===== config.mk =====
export PLATFORM = sky130hd
export DESIGN_NAME = expression_token_scanner_unit
export DESIGN_NICKNAME = d
export VERILOG_FILES = /design/src/hdl/ets_pkg.sv /design/src/hdl/expression_token_scanner_unit.sv /design/src/hdl/ets_scan.sv /design/src/hdl/ets_queue.sv
export SDC_FILE = /design/constraint.sdc
export NUM_CORES = 1
export LEC_CHECK = 0
export BUFFER_PORTS_ARGS = -buffer_cell sky130_fd_sc_hd__clkbuf_2
export CAP_MARGIN = 10
export CORE_MARGIN = 4
export CORE_UTILIZATION = 54
export CTS_CLUSTER_SIZE = 8
export DETAILED_ROUTE_END_ITERATION = 8
export GPL_TIMING_DRIVEN = 1
export PLACE_DENSITY = 0.79
export RECOVER_POWER = 50
export SKIP_LAST_GASP = 1
export SLEW_MARGIN = 20
export SYNTH_ARGS = -nofsm -noshare
export SYNTH_HDL_FRONTEND = slang
export SYNTH_SLANG_ARGS = --single-unit
export TNS_END_PERCENT = 50

===== constraint.sdc =====
create_clock -name clk -period 4.7 [get_ports clk]
set_clock_uncertainty 0.15 [all_clocks]
set_input_delay 0.705 -clock clk [delete_from_list [all_inputs] [get_ports clk]]
set_output_delay 0.705 -clock clk [all_outputs]
set_load 0.02 [all_outputs]

===== src/hdl/ets_pkg.sv =====
// Shared types, codes and character helpers for the expression token scanner.
// No dependencies; every other file in hdl/ imports this package.
package ets_pkg;

    localparam int POSITION_BITS = 16;
    localparam int FIELD_BITS    = 16;
    localparam int QUEUE_DEPTH   = 4;
    localparam int QPTR_BITS     = $clog2(QUEUE_DEPTH);
    localparam int QCNT_BITS     = $clog2(QUEUE_DEPTH + 1);

    typedef logic [POSITION_BITS-1:0] pos_t;
    typedef logic [FIELD_BITS-1:0]    field_t;

    localparam pos_t POS_MAX = {POSITION_BITS{1'b1}};

    // Scan modes
    localparam logic [2:0] MODE_IDLE  = 3'd0;
    localparam logic [2:0] MODE_IDENT = 3'd1;
    localparam logic [2:0] MODE_INT   = 3'd2;
    localparam logic [2:0] MODE_DOT   = 3'd3;
    localparam logic [2:0] MODE_FRAC  = 3'd4;
    localparam logic [2:0] MODE_ERROR = 3'd5;

    // Token kinds
    localparam logic [3:0] TK_NUMBER = 4'd0;
    localparam logic [3:0] TK_IDENT  = 4'd1;
    localparam logic [3:0] TK_LPAREN = 4'd2;
    localparam logic [3:0] TK_RPAREN = 4'd3;
    localparam logic [3:0] TK_LBRACK = 4'd4;
    localparam logic [3:0] TK_RBRACK = 4'd5;
    localparam logic [3:0] TK_COMMA  = 4'd6;
    localparam logic [3:0] TK_PLUS   = 4'd7;
    localparam logic [3:0] TK_MINUS  = 4'd8;
    localparam logic [3:0] TK_STAR   = 4'd9;
    localparam logic [3:0] TK_EQUAL  = 4'd10;
    localparam logic [3:0] TK_SEMI   = 4'd11;
    localparam logic [3:0] TK_EOL    = 4'd12;
    localparam logic [3:0] TK_END    = 4'd13;
    localparam logic [3:0] TK_ERROR  = 4'd14;

    // Input item kinds
    localparam logic ITEM_CHAR = 1'b0;
    localparam logic ITEM_END  = 1'b1;

    // Characters
    localparam logic [7:0] CH_ZERO   = 8'h30;
    localparam logic [7:0] CH_NINE   = 8'h39;
    localparam logic [7:0] CH_LOW_A  = 8'h61;
    localparam logic [7:0] CH_LOW_Z  = 8'h7a;
    localparam logic [7:0] CH_UP_A   = 8'h41;
    localparam logic [7:0] CH_UP_Z   = 8'h5a;
    localparam logic [7:0] CH_UNDER  = 8'h5f;
    localparam logic [7:0] CH_DOT    = 8'h2e;
    localparam logic [7:0] CH_SPACE  = 8'h20;
    localparam logic [7:0] CH_TAB    = 8'h09;
    localparam logic [7:0] CH_CR     = 8'h0d;
    localparam logic [7:0] CH_LF     = 8'h0a;
    localparam logic [7:0] CH_LPAREN = 8'h28;
    localparam logic [7:0] CH_RPAREN = 8'h29;
    localparam logic [7:0] CH_LBRACK = 8'h5b;
    localparam logic [7:0] CH_RBRACK = 8'h5d;
    localparam logic [7:0] CH_COMMA  = 8'h2c;
    localparam logic [7:0] CH_PLUS   = 8'h2b;
    localparam logic [7:0] CH_MINUS  = 8'h2d;
    localparam logic [7:0] CH_STAR   = 8'h2a;
    localparam logic [7:0] CH_EQUAL  = 8'h3d;
    localparam logic [7:0] CH_SEMI   = 8'h3b;

    typedef struct packed {
        logic       kind;
        logic [7:0] char_code;
    } src_item_t;

    typedef struct packed {
        logic [3:0] token_kind;
        field_t     token_start;
        field_t     token_length;
        logic       last_of_run;
    } tok_item_t;

    // Results of one accepted item, in order, toward the result queue
    typedef struct packed {
        logic [1:0] count;
        tok_item_t  first;
        tok_item_t  second;
    } push_t;

    function automatic logic is_digit(input logic [7:0] c);
        return (c >= CH_ZERO) && (c <= CH_NINE);
    endfunction

    function automatic logic is_alpha(input logic [7:0] c);
        return ((c >= CH_LOW_A) && (c <= CH_LOW_Z)) ||
               ((c >= CH_UP_A) && (c <= CH_UP_Z)) || (c == CH_UNDER);
    endfunction

    // Zero when the byte is no single-character token
    function automatic logic [3:0] punct_kind(input logic [7:0] c);
        logic [3:0] k;
        unique case (c)
            CH_LPAREN: k = TK_LPAREN;
            CH_RPAREN: k = TK_RPAREN;
            CH_LBRACK: k = TK_LBRACK;
            CH_RBRACK: k = TK_RBRACK;
            CH_COMMA:  k = TK_COMMA;
            CH_PLUS:   k = TK_PLUS;
            CH_MINUS:  k = TK_MINUS;
            CH_STAR:   k = TK_STAR;
            CH_EQUAL:  k = TK_EQUAL;
            CH_SEMI:   k = TK_SEMI;
            CH_LF:     k = TK_EOL;
            default:   k = TK_NUMBER;
        endcase
        return k;
    endfunction

    function automatic pos_t span(input pos_t from, input pos_t upto);
        return (upto >= from) ? pos_t'(upto - from) : '0;
    endfunction

    function automatic field_t to_field(input pos_t p);
        return field_t'(p);
    endfunction

endpackage


===== src/hdl/expression_token_scanner_unit.sv =====
// Top level of the expression token scanner: scan state plus result queue.
// Depends on ets_pkg, ets_scan and ets_queue.
//
// Usage:
//   src channel (src_valid / src_stall / src_data) carries one item per
//   accepted handshake: a source byte, or an end-of-input marker.
//   tok channel (tok_valid / tok_stall / tok_data) carries token items:
//   kind, start position, length, and last_of_run on the final token
//   caused by one source item. An item may cause zero, one or two tokens.
//   Throughput: one source item per cycle, sustained as long as tokens are
//   drained at one per cycle; an item that causes two tokens puts both in
//   the queue at once, so the four-entry queue absorbs such bursts.
//   Tokens are registered in the queue and come out on tok in order.
//   src_stall rises when fewer than two queue entries are free; it depends
//   only on the queue fill, never on src_valid.
//   Reset clears the scan mode, position and queue; no token is pending.
//   A stalled tok item holds its value until taken.
module expression_token_scanner_unit
    import ets_pkg::*;
(
    input  logic      clk,
    input  logic      rst_n,
    input  logic      src_valid,
    output logic      src_stall,
    input  src_item_t src_data,
    output logic      tok_valid,
    input  logic      tok_stall,
    output tok_item_t tok_data
);

    logic  room;
    logic  accept;
    push_t push;

    // Take an item only when two queue entries are free
    assign src_stall = !room;
    assign accept    = src_valid && room;

    // Advance the scan state and produce this item's tokens
    ets_scan u_scan (
        .clk    (clk),
        .rst_n  (rst_n),
        .accept (accept),
        .item   (src_data),
        .push   (push)
    );

    // Hold tokens until the receiver takes them
    ets_queue u_queue (
        .clk       (clk),
        .rst_n     (rst_n),
        .push      (push),
        .room      (room),
        .tok_valid (tok_valid),
        .tok_stall (tok_stall),
        .tok_data  (tok_data)
    );

endmodule


===== src/hdl/ets_scan.sv =====
// Scan state registers and the per-item mode update.
// Depends on ets_pkg.
module ets_scan
    import ets_pkg::*;
(
    input  logic      clk,
    input  logic      rst_n,
    input  logic      accept,
    input  src_item_t item,
    output push_t     push
);

    logic [2:0] mode_reg, mode_next;
    pos_t       pos_reg, pos_next;
    pos_t       pstart_reg, pstart_next;

    logic [7:0] c;
    pos_t       pos_adv;
    pos_t       dot_pos;
    logic       v0, v1;
    tok_item_t  t0, t1;

    // Idle-mode scan of the current byte
    logic [2:0] idle_mode;
    pos_t       idle_pstart;
    logic       idle_emit;
    logic [3:0] idle_kind;
    logic [3:0] pk;

    assign c       = item.char_code;
    assign pos_adv = (pos_reg != POS_MAX) ? pos_reg + pos_t'(1) : pos_reg;
    assign dot_pos = (pos_reg != '0) ? pos_reg - pos_t'(1) : '0;
    assign pk      = punct_kind(c);

    always_comb
    begin
        idle_mode   = MODE_IDLE;
        idle_pstart = pos_reg;
        idle_emit   = 1'b0;
        idle_kind   = TK_ERROR;
        priority if (c == CH_SPACE || c == CH_TAB || c == CH_CR)
        begin
            idle_pstart = pstart_reg;
        end
        else if (is_digit(c))
        begin
            idle_mode = MODE_INT;
        end
        else if (is_alpha(c))
        begin
            idle_mode = MODE_IDENT;
        end
        else if (pk != TK_NUMBER)
        begin
            idle_emit = 1'b1;
            idle_kind = pk;
        end
        else
        begin
            idle_emit = 1'b1;
            idle_mode = MODE_ERROR;
        end
    end

    always_comb
    begin
        mode_next   = mode_reg;
        pos_next    = pos_reg;
        pstart_next = pstart_reg;
        v0 = 1'b0;
        v1 = 1'b0;
        t0 = '{token_kind: TK_NUMBER, token_start: to_field(pstart_reg),
               token_length: to_field(span(pstart_reg, pos_reg)), last_of_run: 1'b0};
        t1 = '{token_kind: idle_kind, token_start: to_field(pos_reg),
               token_length: field_t'(1), last_of_run: 1'b0};

        if (item.kind == ITEM_END)
        begin
            mode_next   = MODE_IDLE;
            pos_next    = '0;
            pstart_next = '0;
            t1 = '{token_kind: TK_END, token_start: to_field(pos_reg),
                   token_length: '0, last_of_run: 1'b0};
            unique case (mode_reg)
                MODE_ERROR: ;
                MODE_DOT:
                begin
                    v0 = 1'b1;
                    v1 = 1'b1;
                    t0.token_length = to_field(span(pstart_reg, dot_pos));
                    t1 = '{token_kind: TK_ERROR, token_start: to_field(dot_pos),
                           token_length: field_t'(1), last_of_run: 1'b0};
                end
                MODE_IDENT, MODE_INT, MODE_FRAC:
                begin
                    v0 = 1'b1;
                    v1 = 1'b1;
                    t0.token_kind = (mode_reg == MODE_IDENT) ? TK_IDENT : TK_NUMBER;
                end
                default: v1 = 1'b1;
            endcase
        end
        else
        begin
            unique case (mode_reg)
                MODE_ERROR: ;
                MODE_IDENT:
                begin
                    pos_next = pos_adv;
                    if (!(is_alpha(c) || is_digit(c)))
                    begin
                        v0            = 1'b1;
                        t0.token_kind = TK_IDENT;
                        v1            = idle_emit;
                        mode_next     = idle_mode;
                        pstart_next   = idle_pstart;
                    end
                end
                MODE_INT, MODE_FRAC:
                begin
                    pos_next = pos_adv;
                    priority if (is_digit(c))
                    begin
                    end
                    else if (c == CH_DOT && mode_reg == MODE_INT)
                    begin
                        mode_next = MODE_DOT;
                    end
                    else
                    begin
                        v0          = 1'b1;
                        v1          = idle_emit;
                        mode_next   = idle_mode;
                        pstart_next = idle_pstart;
                    end
                end
                MODE_DOT:
                begin
                    if (is_digit(c))
                    begin
                        mode_next = MODE_FRAC;
                        pos_next  = pos_adv;
                    end
                    else
                    begin
                        // dangling dot: number up to the dot, then the dot as error
                        v0 = 1'b1;
                        v1 = 1'b1;
                        t0.token_length = to_field(span(pstart_reg, dot_pos));
                        t1 = '{token_kind: TK_ERROR, token_start: to_field(dot_pos),
                               token_length: field_t'(1), last_of_run: 1'b0};
                        mode_next = MODE_ERROR;
                    end
                end
                default:
                begin
                    pos_next    = pos_adv;
                    v1          = idle_emit;
                    mode_next   = idle_mode;
                    pstart_next = idle_pstart;
                end
            endcase
        end

        // Pack results in order and mark the final one
        push.count  = {1'b0, v0} + {1'b0, v1};
        push.first  = v0 ? t0 : t1;
        push.second = t1;
        push.first.last_of_run  = !(v0 && v1);
        push.second.last_of_run = 1'b1;
        if (!accept)
        begin
            push.count = 2'd0;
        end
    end

    always_ff @(posedge clk or negedge rst_n)
    begin
        if (!rst_n)
        begin
            mode_reg   <= MODE_IDLE;
            pos_reg    <= '0;
            pstart_reg <= '0;
        end
        else if (accept)
        begin
            mode_reg   <= mode_next;
            pos_reg    <= pos_next;
            pstart_reg <= pstart_next;
        end
    end

endmodule


===== src/hdl/ets_queue.sv =====
// Small result queue: takes up to two tokens per cycle, delivers one unless tok_stall.
// Depends on ets_pkg.
module ets_queue
    import ets_pkg::*;
(
    input  logic      clk,
    input  logic      rst_n,
    input  push_t     push,
    output logic      room,
    output logic      tok_valid,
    input  logic      tok_stall,
    output tok_item_t tok_data
);

    tok_item_t              entry_reg [QUEUE_DEPTH];
    logic [QPTR_BITS-1:0]   head_reg, head_next;
    logic [QPTR_BITS-1:0]   tail_reg, tail_next;
    logic [QCNT_BITS-1:0]   count_reg, count_next;
    logic                   pop;
    logic [QPTR_BITS-1:0]   tail_plus1;

    assign room       = count_reg <= QCNT_BITS'(QUEUE_DEPTH - 2);
    assign tok_valid  = count_reg != '0;
    assign tok_data   = entry_reg[head_reg];
    assign pop        = tok_valid && !tok_stall;
    assign tail_plus1 = tail_reg + QPTR_BITS'(1);

    always_comb
    begin
        head_next  = pop ? head_reg + QPTR_BITS'(1) : head_reg;
        tail_next  = tail_reg + QPTR_BITS'(push.count);
        count_next = count_reg + QCNT_BITS'(push.count) - QCNT_BITS'(pop);
    end

    always_ff @(posedge clk)
    begin
        if (push.count != 2'd0)
        begin
            entry_reg[tail_reg] <= push.first;
        end
        if (push.count == 2'd2)
        begin
            entry_reg[tail_plus1] <= push.second;
        end
    end

    always_ff @(posedge clk or negedge rst_n)
    begin
        if (!rst_n)
        begin
            head_reg  <= '0;
            tail_reg  <= '0;
            count_reg <= '0;
        end
        else
        begin
            head_reg  <= head_next;
            tail_reg  <= tail_next;
            count_reg <= count_next;
        end
    end

endmodule


==> summary.txt, run 1 <==
Drt
  • Vias per cell: 6.75
  • Violation count after the first detailed-routing iteration: 1499
  • Wire length per cell after detailed routing: 22.6 µm
  • Total detailed-routing wirelength: 34000 µm
  • Number of remaining DRC errors: 0
  • TritonRoute pass-1 iters: 8
  • Total via count after detailed routing: 10100
  • Remaining antenna violation count: 0

Synth
  • Syn avg cell area: 10.1 µm²
  • Synthesized Nets: 1211
  • Share of synthesized area occupied by flip-flops and latches: 41.8%
  • Commonest register cell after synthesis: sky130_fd_sc_hd__edfxtp_1
  • Number of enable-type register cells in the synthesized netlist: 84
  • Count of distinct cell types in the synthesized netlist: 93
  • Gate count after technology mapping: 1156
  • Yosys synthesis warning count: 0
  • Fraction of registers with async set/reset: 22.1%
  • Netlist area before placement: 0.0116 mm²
  • Number of synthesized register bits: 190

Die
  • Starting utilization of the core area: 55.1%
  • Die height: 155 µm
  • Placement Rows: 53
  • Die footprint: 0.0239 mm²
  • Width of the chip: 155 µm
  • Core ar.: 0.0211 mm²
  • Number of I/O pins: 52

STA
  • Finish-stage setup viols: 0
  • Hold Fails Final Rpt: 0
  • Max-Slew Margin vs Limit: -1.23%
  • Tmin final: 4.39 ns
  • Sum of negative setup slack: 0 ns
  • Max frequency: 228 MHz
  • Slew at the pin closest to its max-slew limit: 1.52 ns
  • Worst hold slack after final layout: 0.283 ns
  • Share of the cycle needed by the critical path after routing: 93.3%
  • Slew Limit Fails: 12
  • Setup repair after global routing missed its margin: false

Run
  • Maximum capacitance violations: 1

Critical path
  • Worst setup SP type: flop
  • Endpoint of the most critical register-to-register path: u_queue.entry_reg[1][1]
  • Endpoint class of the critical path: flop
  • Worst EP required: 4.71 ns
  • Number of cell instances on the worst register-to-register path: 15
  • Worst Setup Path Type: reg -> reg
  • Maximum fanout encountered on the critical timing path: 18
  • RR Startpoint: u_scan.pos_reg[0]
  • Worst-path cell with the longest stage delay: sky130_fd_sc_hd__dfrtp_1
  • Maximum single-stage delay on the critical path: 0.45 ns
  • Cells along the critical path: inv_1, ha_1, nor2b_2, nand4_1, nor3_2, buf_12, a21oi_1, ha_1, and2_1, a221o_1, a2111oi_2, a211o_1, a21oi_1, o21ai_2, o2bb2ai_1
  • Worst Path Arrival: 4.40 ns
  • FF-to-FF setup slack: 0.31 ns

Cells and area
  • Area of combinational cells with multiple inputs: 0.00627 mm²
  • Share of layout cells above drive strength 1: 12.7%
  • Util after Layout: 60.8%
  • Most used cells in the layout excluding fill and tap cells: sky130_fd_sc_hd__nand2_1, sky130_fd_sc_hd__nor2_1, sky130_fd_sc_hd__edfxtp_1
  • Layout overhead on the synthesized area: 10.2%
  • Layout filler cell count: 1748
  • Number of flip-flops under the largest register name: 148
  • Most frequent standard cell in the layout excluding fill and tap cells: sky130_fd_sc_hd__nand2_1
  • Seq. cell area: 0.00485 mm²
  • Number of inserted diodes: 0
  • Final net count: 1269

Clock network
  • Clock latency reported for the late side of the worst-skew pair: 0.45 ns
  • CTS buffer count: 17
  • Clock tree from TritonCTS: done
  • Number of hold buffers added after CTS: 0
  • CTS H-tree depth: 4
  • Worst-case clock buffer depth: 2
  • Clock sink total: 190
  • CTS Root Buffer Type: sky130_fd_sc_hd__clkbuf_16
  • Worst-path clk slew: 0.08 ns

Status
  • Violations in the final reports: max-capacitance violations, max-slew violations
  • Status: finished, violations left

GRT
  • Global-route wire length before repair: 53100 µm
  • Maximum number of pins on one net before global-route repair: 42
  • Antenna violations before repair: 0
  • Total overflow reported by the global router: 0
  • Total Routing Usage GR: 28.2%
  • Vias in the first global route: 9604

Power
  • Largest vdd supply drop: 0.324 mV
  • Overall Power: 8920 µW
  • Cell Pwr Density: 696 mW/mm²
  • Leak Pwr: 0.00493 µW

Hold path
  • Worst Hold Class: in -> async

Place
  • Port-buffer cells: 51
  • Routability Congestion: 0.995
  • Half-perimeter wire length after detailed placement: 24700 µm
==> metrics by stage <==
step           worst slack [ns]  cell area [µm²]  cells
2_1_floorplan             0.360            11600   1156
3_3_place_gp              0.320            12300   1468
3_5_place_dp              0.155            12300   1468
4_1_cts                  0.0983            12900   1500
5_1_grt                 0.00430            12800   1502
6_report                  0.314            12800   1502
==> synthesized netlist by cell type (4+ instances only) <==
master / n / area, µm²
sky130_fd_sc_hd__nand2_1: 124 / 465
sky130_fd_sc_hd__nor2_1: 87 / 327
sky130_fd_sc_hd__edfxtp_1: 84 / 2520
sky130_fd_sc_hd__dfxtp_1: 64 / 1280
sky130_fd_sc_hd__o21ai_0: 62 / 310
sky130_fd_sc_hd__a21oi_1: 49 / 245
sky130_fd_sc_hd__a22o_1: 49 / 429
sky130_fd_sc_hd__inv_1: 45 / 169
sky130_fd_sc_hd__o22ai_1: 44 / 275
sky130_fd_sc_hd__dfrtp_1: 42 / 1050
sky130_fd_sc_hd__ha_1: 39 / 488
sky130_fd_sc_hd__mux4_2: 37 / 833
sky130_fd_sc_hd__clkbuf_1: 35 / 131
sky130_fd_sc_hd__mux2i_1: 24 / 240
sky130_fd_sc_hd__nor3_1: 23 / 115
sky130_fd_sc_hd__xor2_1: 23 / 201
sky130_fd_sc_hd__xnor2_1: 22 / 193
sky130_fd_sc_hd__buf_2: 21 / 105
sky130_fd_sc_hd__nand3_1: 21 / 105
sky130_fd_sc_hd__o221ai_1: 15 / 131
sky130_fd_sc_hd__a21o_1: 14 / 105
sky130_fd_sc_hd__or3_1: 14 / 87.6
sky130_fd_sc_hd__and2_1: 13 / 81.3
sky130_fd_sc_hd__o21a_1: 12 / 90.1
sky130_fd_sc_hd__nand4_1: 11 / 68.8
sky130_fd_sc_hd__nand2b_1: 10 / 62.6
sky130_fd_sc_hd__a211oi_1: 9 / 67.6
sky130_fd_sc_hd__and3_1: 9 / 56.3
sky130_fd_sc_hd__and4_1: 9 / 78.8
sky130_fd_sc_hd__o211ai_1: 9 / 67.6
sky130_fd_sc_hd__a31oi_1: 7 / 43.8
sky130_fd_sc_hd__nor2b_1: 7 / 43.8
sky130_fd_sc_hd__o31a_1: 7 / 61.3
sky130_fd_sc_hd__a221o_1: 5 / 50.1
sky130_fd_sc_hd__a32oi_1: 5 / 43.8
sky130_fd_sc_hd__mux2_2: 5 / 56.3
sky130_fd_sc_hd__o21ai_1: 5 / 25.0
sky130_fd_sc_hd__o2bb2ai_1: 5 / 43.8
sky130_fd_sc_hd__or2_2: 5 / 31.3
sky130_fd_sc_hd__a22oi_1: 4 / 30.0
sky130_fd_sc_hd__buf_1: 4 / 15.0
sky130_fd_sc_hd__buf_4: 4 / 30.0
sky130_fd_sc_hd__nand3b_1: 4 / 30.0
sky130_fd_sc_hd__nor3b_1: 4 / 30.0
==> worst max-delay path: cells and delay by family, from the launching register on <==
kind / cells / cell delay, ns
flip-flops: 1 / 0.45
AO/OA/AOI/OAI: 7 / 1.64
adder cells (fa/ha/maj): 2 / 0.60
AND/OR/NAND/NOR: 4 / 0.88
buffers and inverters: 2 / 0.38
==> where the power goes <==
| part | switching [µW] | total (µW) | internal [µW] |
|---|---|---|---|
| clock network | 706 | 1410 | 708 |
| logic | 3160 | 5140 | 1980 |
| registers | 264 | 2370 | 2110 |
==> layer usage <==
metal | up-vias | part of all wire, % | GRT usage, %
met5 | - | 0 | 0
met4 | 0 | 3.7 | 12.2
met3 | 95 | 11 | 5.43
met2 | 637 | 46 | 44.7
met1 | 4887 | 39 | 38.2
li1 | 4518 | - | -
==> area by class of cell <==
type | instances | area share, %
timing repair buffer | 105 | 4.67
clock inverter | 14 | 1.14
clock buffer | 18 | 3.35
inverter | 46 | 1.35
multi-input combinational | 854 | 48.9
sequential | 190 | 37.9
tap | 275 | 2.69
==> how the worst max path moves through the flow <==
| stage | startpoint | to | slack [ns] | depth (start not counted) |
|---|---|---|---|---|
| finish | u_scan.pos_reg[0] | u_queue.entry_reg[1][1] | 0.31 | 15 |
| global route | u_scan.pos_reg[0] | u_queue.entry_reg[1][5] | 0.004 | 15 |
| global placement | u_scan.pos_reg[0] | u_queue.entry_reg[2][1] | 0.32 | 15 |
| floorplan | src_data[5] | u_queue.entry_reg[1][17] | 0.36 | 14 |
| detailed placement | u_scan.pos_reg[0] | u_queue.entry_reg[2][1] | 0.16 | 15 |
| CTS | u_scan.pos_reg[0] | u_queue.entry_reg[2][1] | 0.1 | 15 |
==> logic make-up (layout without fill, tap and decap cells) <==
family	count (synthesis)	in the layout	share of synthesized area [%]
compound gates	338	338	20.8
mux	67	67	9.81
flops	190	190	41.8
fa+ha+maj	42	42	4.71
simple gates	362	362	15.5
xor+xnor	45	45	3.39
buf+inv	112	183	4.08
==> what timing repair did <==
item                                    CTS  global route
buffers inserted                          0             2
endpoints found under the setup margin    0            63
gates resized for setup                   0             7
Note: power is estimated with default switching activity, not from simulation.
==> run 2: changes to the inputs <==
- SYNTH_HIERARCHICAL: unset -> 1
==> run 2 against run 1 <==
Compared with the run above:
- the run still ends with max-capacitance violations, max-slew violations left
- cell area is 8.4% higher
- highest routed layer unchanged
- via count decreased by 11%
- utilization barely moved
- maximum frequency fell by 3.5%
- global-route usage shrank 4.3 points
- routed wire length down 8.9%
- combinational power is 0.8% higher
- die area up 8.6%
- critical endpoint is now u_queue/entry_reg[3][10]
- largest power group unchanged
- synthesized cell count decreased by 5.4%
==> summary.txt, run 2 <==
Synth
  • Netlist area before placement: 0.0127 mm² (+9.1%)
  • Fraction of registers with async set/reset: 22.1% (unchanged)
  • Syn avg cell area: 11.6 µm² (+15%)
  • Number of synthesized register bits: 190 (unchanged)
  • Cell with the most instances after synthesis: sky130_fd_sc_hd__mux2_2
  • Count of distinct cell types in the synthesized netlist: 80 (-14%)
  • Number of enable-type register cells in the synthesized netlist: 148 (+76%)
  • Largest cells by area after synthesis: sky130_fd_sc_hd__edfxtp_1, sky130_fd_sc_hd__mux2_2, sky130_fd_sc_hd__dfrtp_1
  • Yosys synthesis warning count: 6 (+6)
  • Commonest register cell after synthesis: sky130_fd_sc_hd__edfxtp_1
  • Cell types with the highest counts after synthesis: sky130_fd_sc_hd__mux2_2, sky130_fd_sc_hd__edfxtp_1, sky130_fd_sc_hd__nor2_1
  • Top cell type by total area after synthesis: sky130_fd_sc_hd__edfxtp_1
  • Gate count after technology mapping: 1094 (-5.4%)
  • Area share of the largest cell type after synthesis: 35.0% (+13 points)
  • Share of synthesized area occupied by flip-flops and latches: 43.3% (+1.6 points)

GRT
  • Total overflow reported by the global router: 0 (unchanged)
  • Global-route wire length before repair: 49400 µm (-6.8%)
  • Vias in the first global route: 8979 (-6.5%)
  • Antenna violations before repair: 0 (unchanged)
  • Total Routing Usage GR: 24.0% (-4.3 points)
  • Maximum number of pins on one net before global-route repair: 44 (+4.8%)

Die
  • Die height: 161 µm (+4.2%)
  • Width of the chip: 161 µm (+4.2%)
  • Placement Rows: 55 (+3.8%)
  • Die footprint: 0.0260 mm² (+8.6%)
  • Starting utilization of the core area: 55.5% (+0.37 points)
  • Core ar.: 0.0228 mm² (+8.3%)
  • Number of I/O pins: 52 (unchanged)

Critical path
  • Worst Setup Path Type: reg -> reg
  • Endpoint of the most critical register-to-register path: u_queue/entry_reg[3][10]
  • Cells along the critical path: or4_4, or3_4, nor3b_4, xnor2_1, nor2_1, ha_1, nand4_1, or2_2, or3_1, o211ai_1, a41o_1, buf_4, nand3b_1, a21oi_4, mux2_2
  • Maximum single-stage delay on the critical path: 0.58 ns (+0.13 ns)
  • Worst Path Arrival: 4.70 ns (+0.30 ns)
  • RR Startpoint: u_scan/pos_reg[1]
  • Endpoint class of the critical path: flop
  • Maximum fanout encountered on the critical timing path: 9 (-9)
  • Worst setup SP type: flop
  • FF-to-FF setup slack: 0.15 ns (-0.16 ns)
  • Worst-path cell with the longest stage delay: sky130_fd_sc_hd__or4_4
  • Number of cell instances on the worst register-to-register path: 15 (unchanged)
  • Worst EP required: 4.85 ns (+0.14 ns)

STA
  • Setup repair after global routing missed its margin: true
  • Max-Slew Margin vs Limit: -58.6% (-57 points)
  • Finish-stage setup viols: 0 (unchanged)
  • Max frequency: 220 MHz (-3.5%)
  • Slew at the pin closest to its max-slew limit: 2.38 ns (+0.860 ns)
  • Share of the cycle needed by the critical path after routing: 96.7% (+3.4 points)
  • Sum of negative setup slack: 0 ns (unchanged)
  • Tmin final: 4.55 ns (+0.160 ns)
  • Hold Fails Final Rpt: 0 (unchanged)
  • Slew Limit Fails: 60 (+48)

Clock network
  • CTS buffer count: 17 (unchanged)
  • CTS H-tree depth: 4 (unchanged)
  • Clock sink total: 190 (unchanged)
  • Worst-path clk slew: 0.07 ns (about the same)
  • CTS Root Buffer Type: sky130_fd_sc_hd__clkbuf_16
  • Worst-case clock buffer depth: 2 (unchanged)
  • Clock latency reported for the late side of the worst-skew pair: 0.43 ns (-0.02 ns)
  • Clock tree from TritonCTS: done

Drt
  • Number of remaining DRC errors: 0 (unchanged)
  • Top sig layer: met4
  • Routed length on met1: 13200 µm (-0.22%)
  • TritonRoute pass-1 iters: 5 (-3)
  • Sum of met2 wire segment lengths after detailed routing: 15100 µm (-4.1%)
  • Total detailed-routing wirelength: 30900 µm (-8.9%)
  • Remaining antenna violation count: 0 (unchanged)
  • Vias per cell: 6.14 (-9.0%)
  • Wire length per cell after detailed routing: 21.0 µm (-7.3%)
  • Violation count after the first detailed-routing iteration: 879 (-41%)
  • Routed length on met3: 1840 µm (-51%)
  • Total via count after detailed routing: 9066 (-11%)

Cells and area
  • Design Area, Final: 0.0139 mm² (+8.4%)
  • Final net count: 1205 (-5.0%)
  • Number of flip-flops under the largest register name: 148 (unchanged)
  • Most frequent standard cell in the layout excluding fill and tap cells: sky130_fd_sc_hd__mux2_2
  • Most used cells in the layout excluding fill and tap cells: sky130_fd_sc_hd__mux2_2, sky130_fd_sc_hd__edfxtp_1, sky130_fd_sc_hd__nor2_1
  • Share of layout cells above drive strength 1: 27.8% (+15 points)
  • Layout overhead on the synthesized area: 9.54%
  • Number of inserted diodes: 0 (unchanged)

Power
  • Leak Pwr: 0.00536 µW (+8.6%)
  • Largest vdd supply drop: 0.351 mV (+8.4%)
  • Cell Pwr Density: 660 mW/mm² (-5.3%)

Status
  • Violations in the final reports: max-capacitance violations, max-slew violations
  • Status: finished, violations left

Hold path
  • Hold Startpoint: u_queue/count_reg[2]
  • Number of instances on the worst hold path: 1
  • End point of the worst hold path: u_queue/count_reg[2]
  • Worst Hold Class: reg -> reg

Run
  • Maximum capacitance violations: 2 (+1)

Place
  • Post-detailed-placement cell area: 0.0134 mm² (+8.6%)
  • Half-perimeter wire length after detailed placement: 21700 µm (-12%)
  • Port-buffer cells: 51 (unchanged)
  • Routability Congestion: 0.948 (-4.7%)
==> run 2: changes by cell type in the layout (fill, tap and decap cells not counted), sizes merged, moves of 16 or more <==
cell    change
mux2      +156
edfxtp     +64
a22o       -48
a21oi      -20
conb       +16
nand2      -55
o22ai      -43
dfxtp      -64
==> run 2: timing repair <==
item                                   4_1_cts  5_1_grt
endpoints found under the hold margin        0        0
resized for setup                            0       14
hold buffers                                 0        0
setup buffers                                0        1
setup endpoints to repair                    0       64
==> run 2: how the worst max path moves through the flow <==
stage                      startpoint                       end  slack, ns  depth (start not counted)
floorplan                 src_data[7]   u_queue/entry_reg[1][0]      -0.54                         13
global placement    u_scan/pos_reg[1]  u_queue/entry_reg[0][10]       0.23                         15
detailed placement  u_scan/pos_reg[1]  u_queue/entry_reg[3][10]       0.09                         15
CTS                 u_scan/pos_reg[1]  u_queue/entry_reg[0][10]      0.005                         15
global route        u_scan/pos_reg[1]   u_queue/entry_reg[0][5]      -0.02                         17
finish              u_scan/pos_reg[1]  u_queue/entry_reg[3][10]       0.15                         15
==> run 2: metrics by stage <==
stage | total power (µW) | std cells | util (%) | setup slack, ns | hold WS, ns
detailed placement | 7750 | 1443 | 58.7 | 0.0900 | 0.348
CTS | 9150 | 1475 | 61.1 | 0.00545 | 0.208
global placement | 7640 | 1443 | 58.7 | 0.227 | 0.334
global route | 9740 | 1476 | 60.8 | -0.0179 | 0.395
floorplan | 6400 | 1108 | - | -0.541 | 0.259
finish | 9170 | 1476 | 60.8 | 0.154 | 0.356
==> run 2: cell families (layout without fill, tap and decap cells) <==
logic type | count (synthesis) | count (layout) | synth area share, %
buf+inv | 120 | 175 | 4.83
flops | 190 | 190 | 43.3
xor+xnor | 46 | 46 | 3.18
mux | 215 | 215 | 22.2
compound gates | 188 | 188 | 10.1
fa+ha+maj | 42 | 42 | 4.32
simple gates | 291 | 291 | 12.0
other cells | 2 | 16 | 0.0592
==> run 2: final cells by class <==
type	instances	area (µm²)
Clock buffer	17	425
Clock inverter	15	128
Fill cell	1825	8950
Inverter	42	158
Multi-Input combinational cell	798	6690
Sequential cell	190	5500
Tap cell	313	392
Timing Repair Buffer	101	609
==> run 2: metal layers <==
layer / GRT usage (%) / up-vias
met3: 3.65 / 44
met4: 7.37 / 0
met1: 32.7 / 4500
met5: 0 / -
li1: - / 4194
met2: 39.9 / 328
==> run 2: critical path, delay by kind of cell (launching register included) <==
kind,cells,cell delay [ns]
compound gates,3,0.67
simple gates,8,2.31
buf+inv,1,0.18
fa+ha+maj,1,0.36
mux,1,0.18
flops,1,0.43
xor+xnor,1,0.14
==> run 2: power breakdown <==
part | leakage, µW | total, µW | switching (µW) | internal, µW
registers | 0.00194 | 2610 | 220 | 2390
clock network | 0.000260 | 1370 | 676 | 695
logic | 0.00316 | 5180 | 2950 | 2230
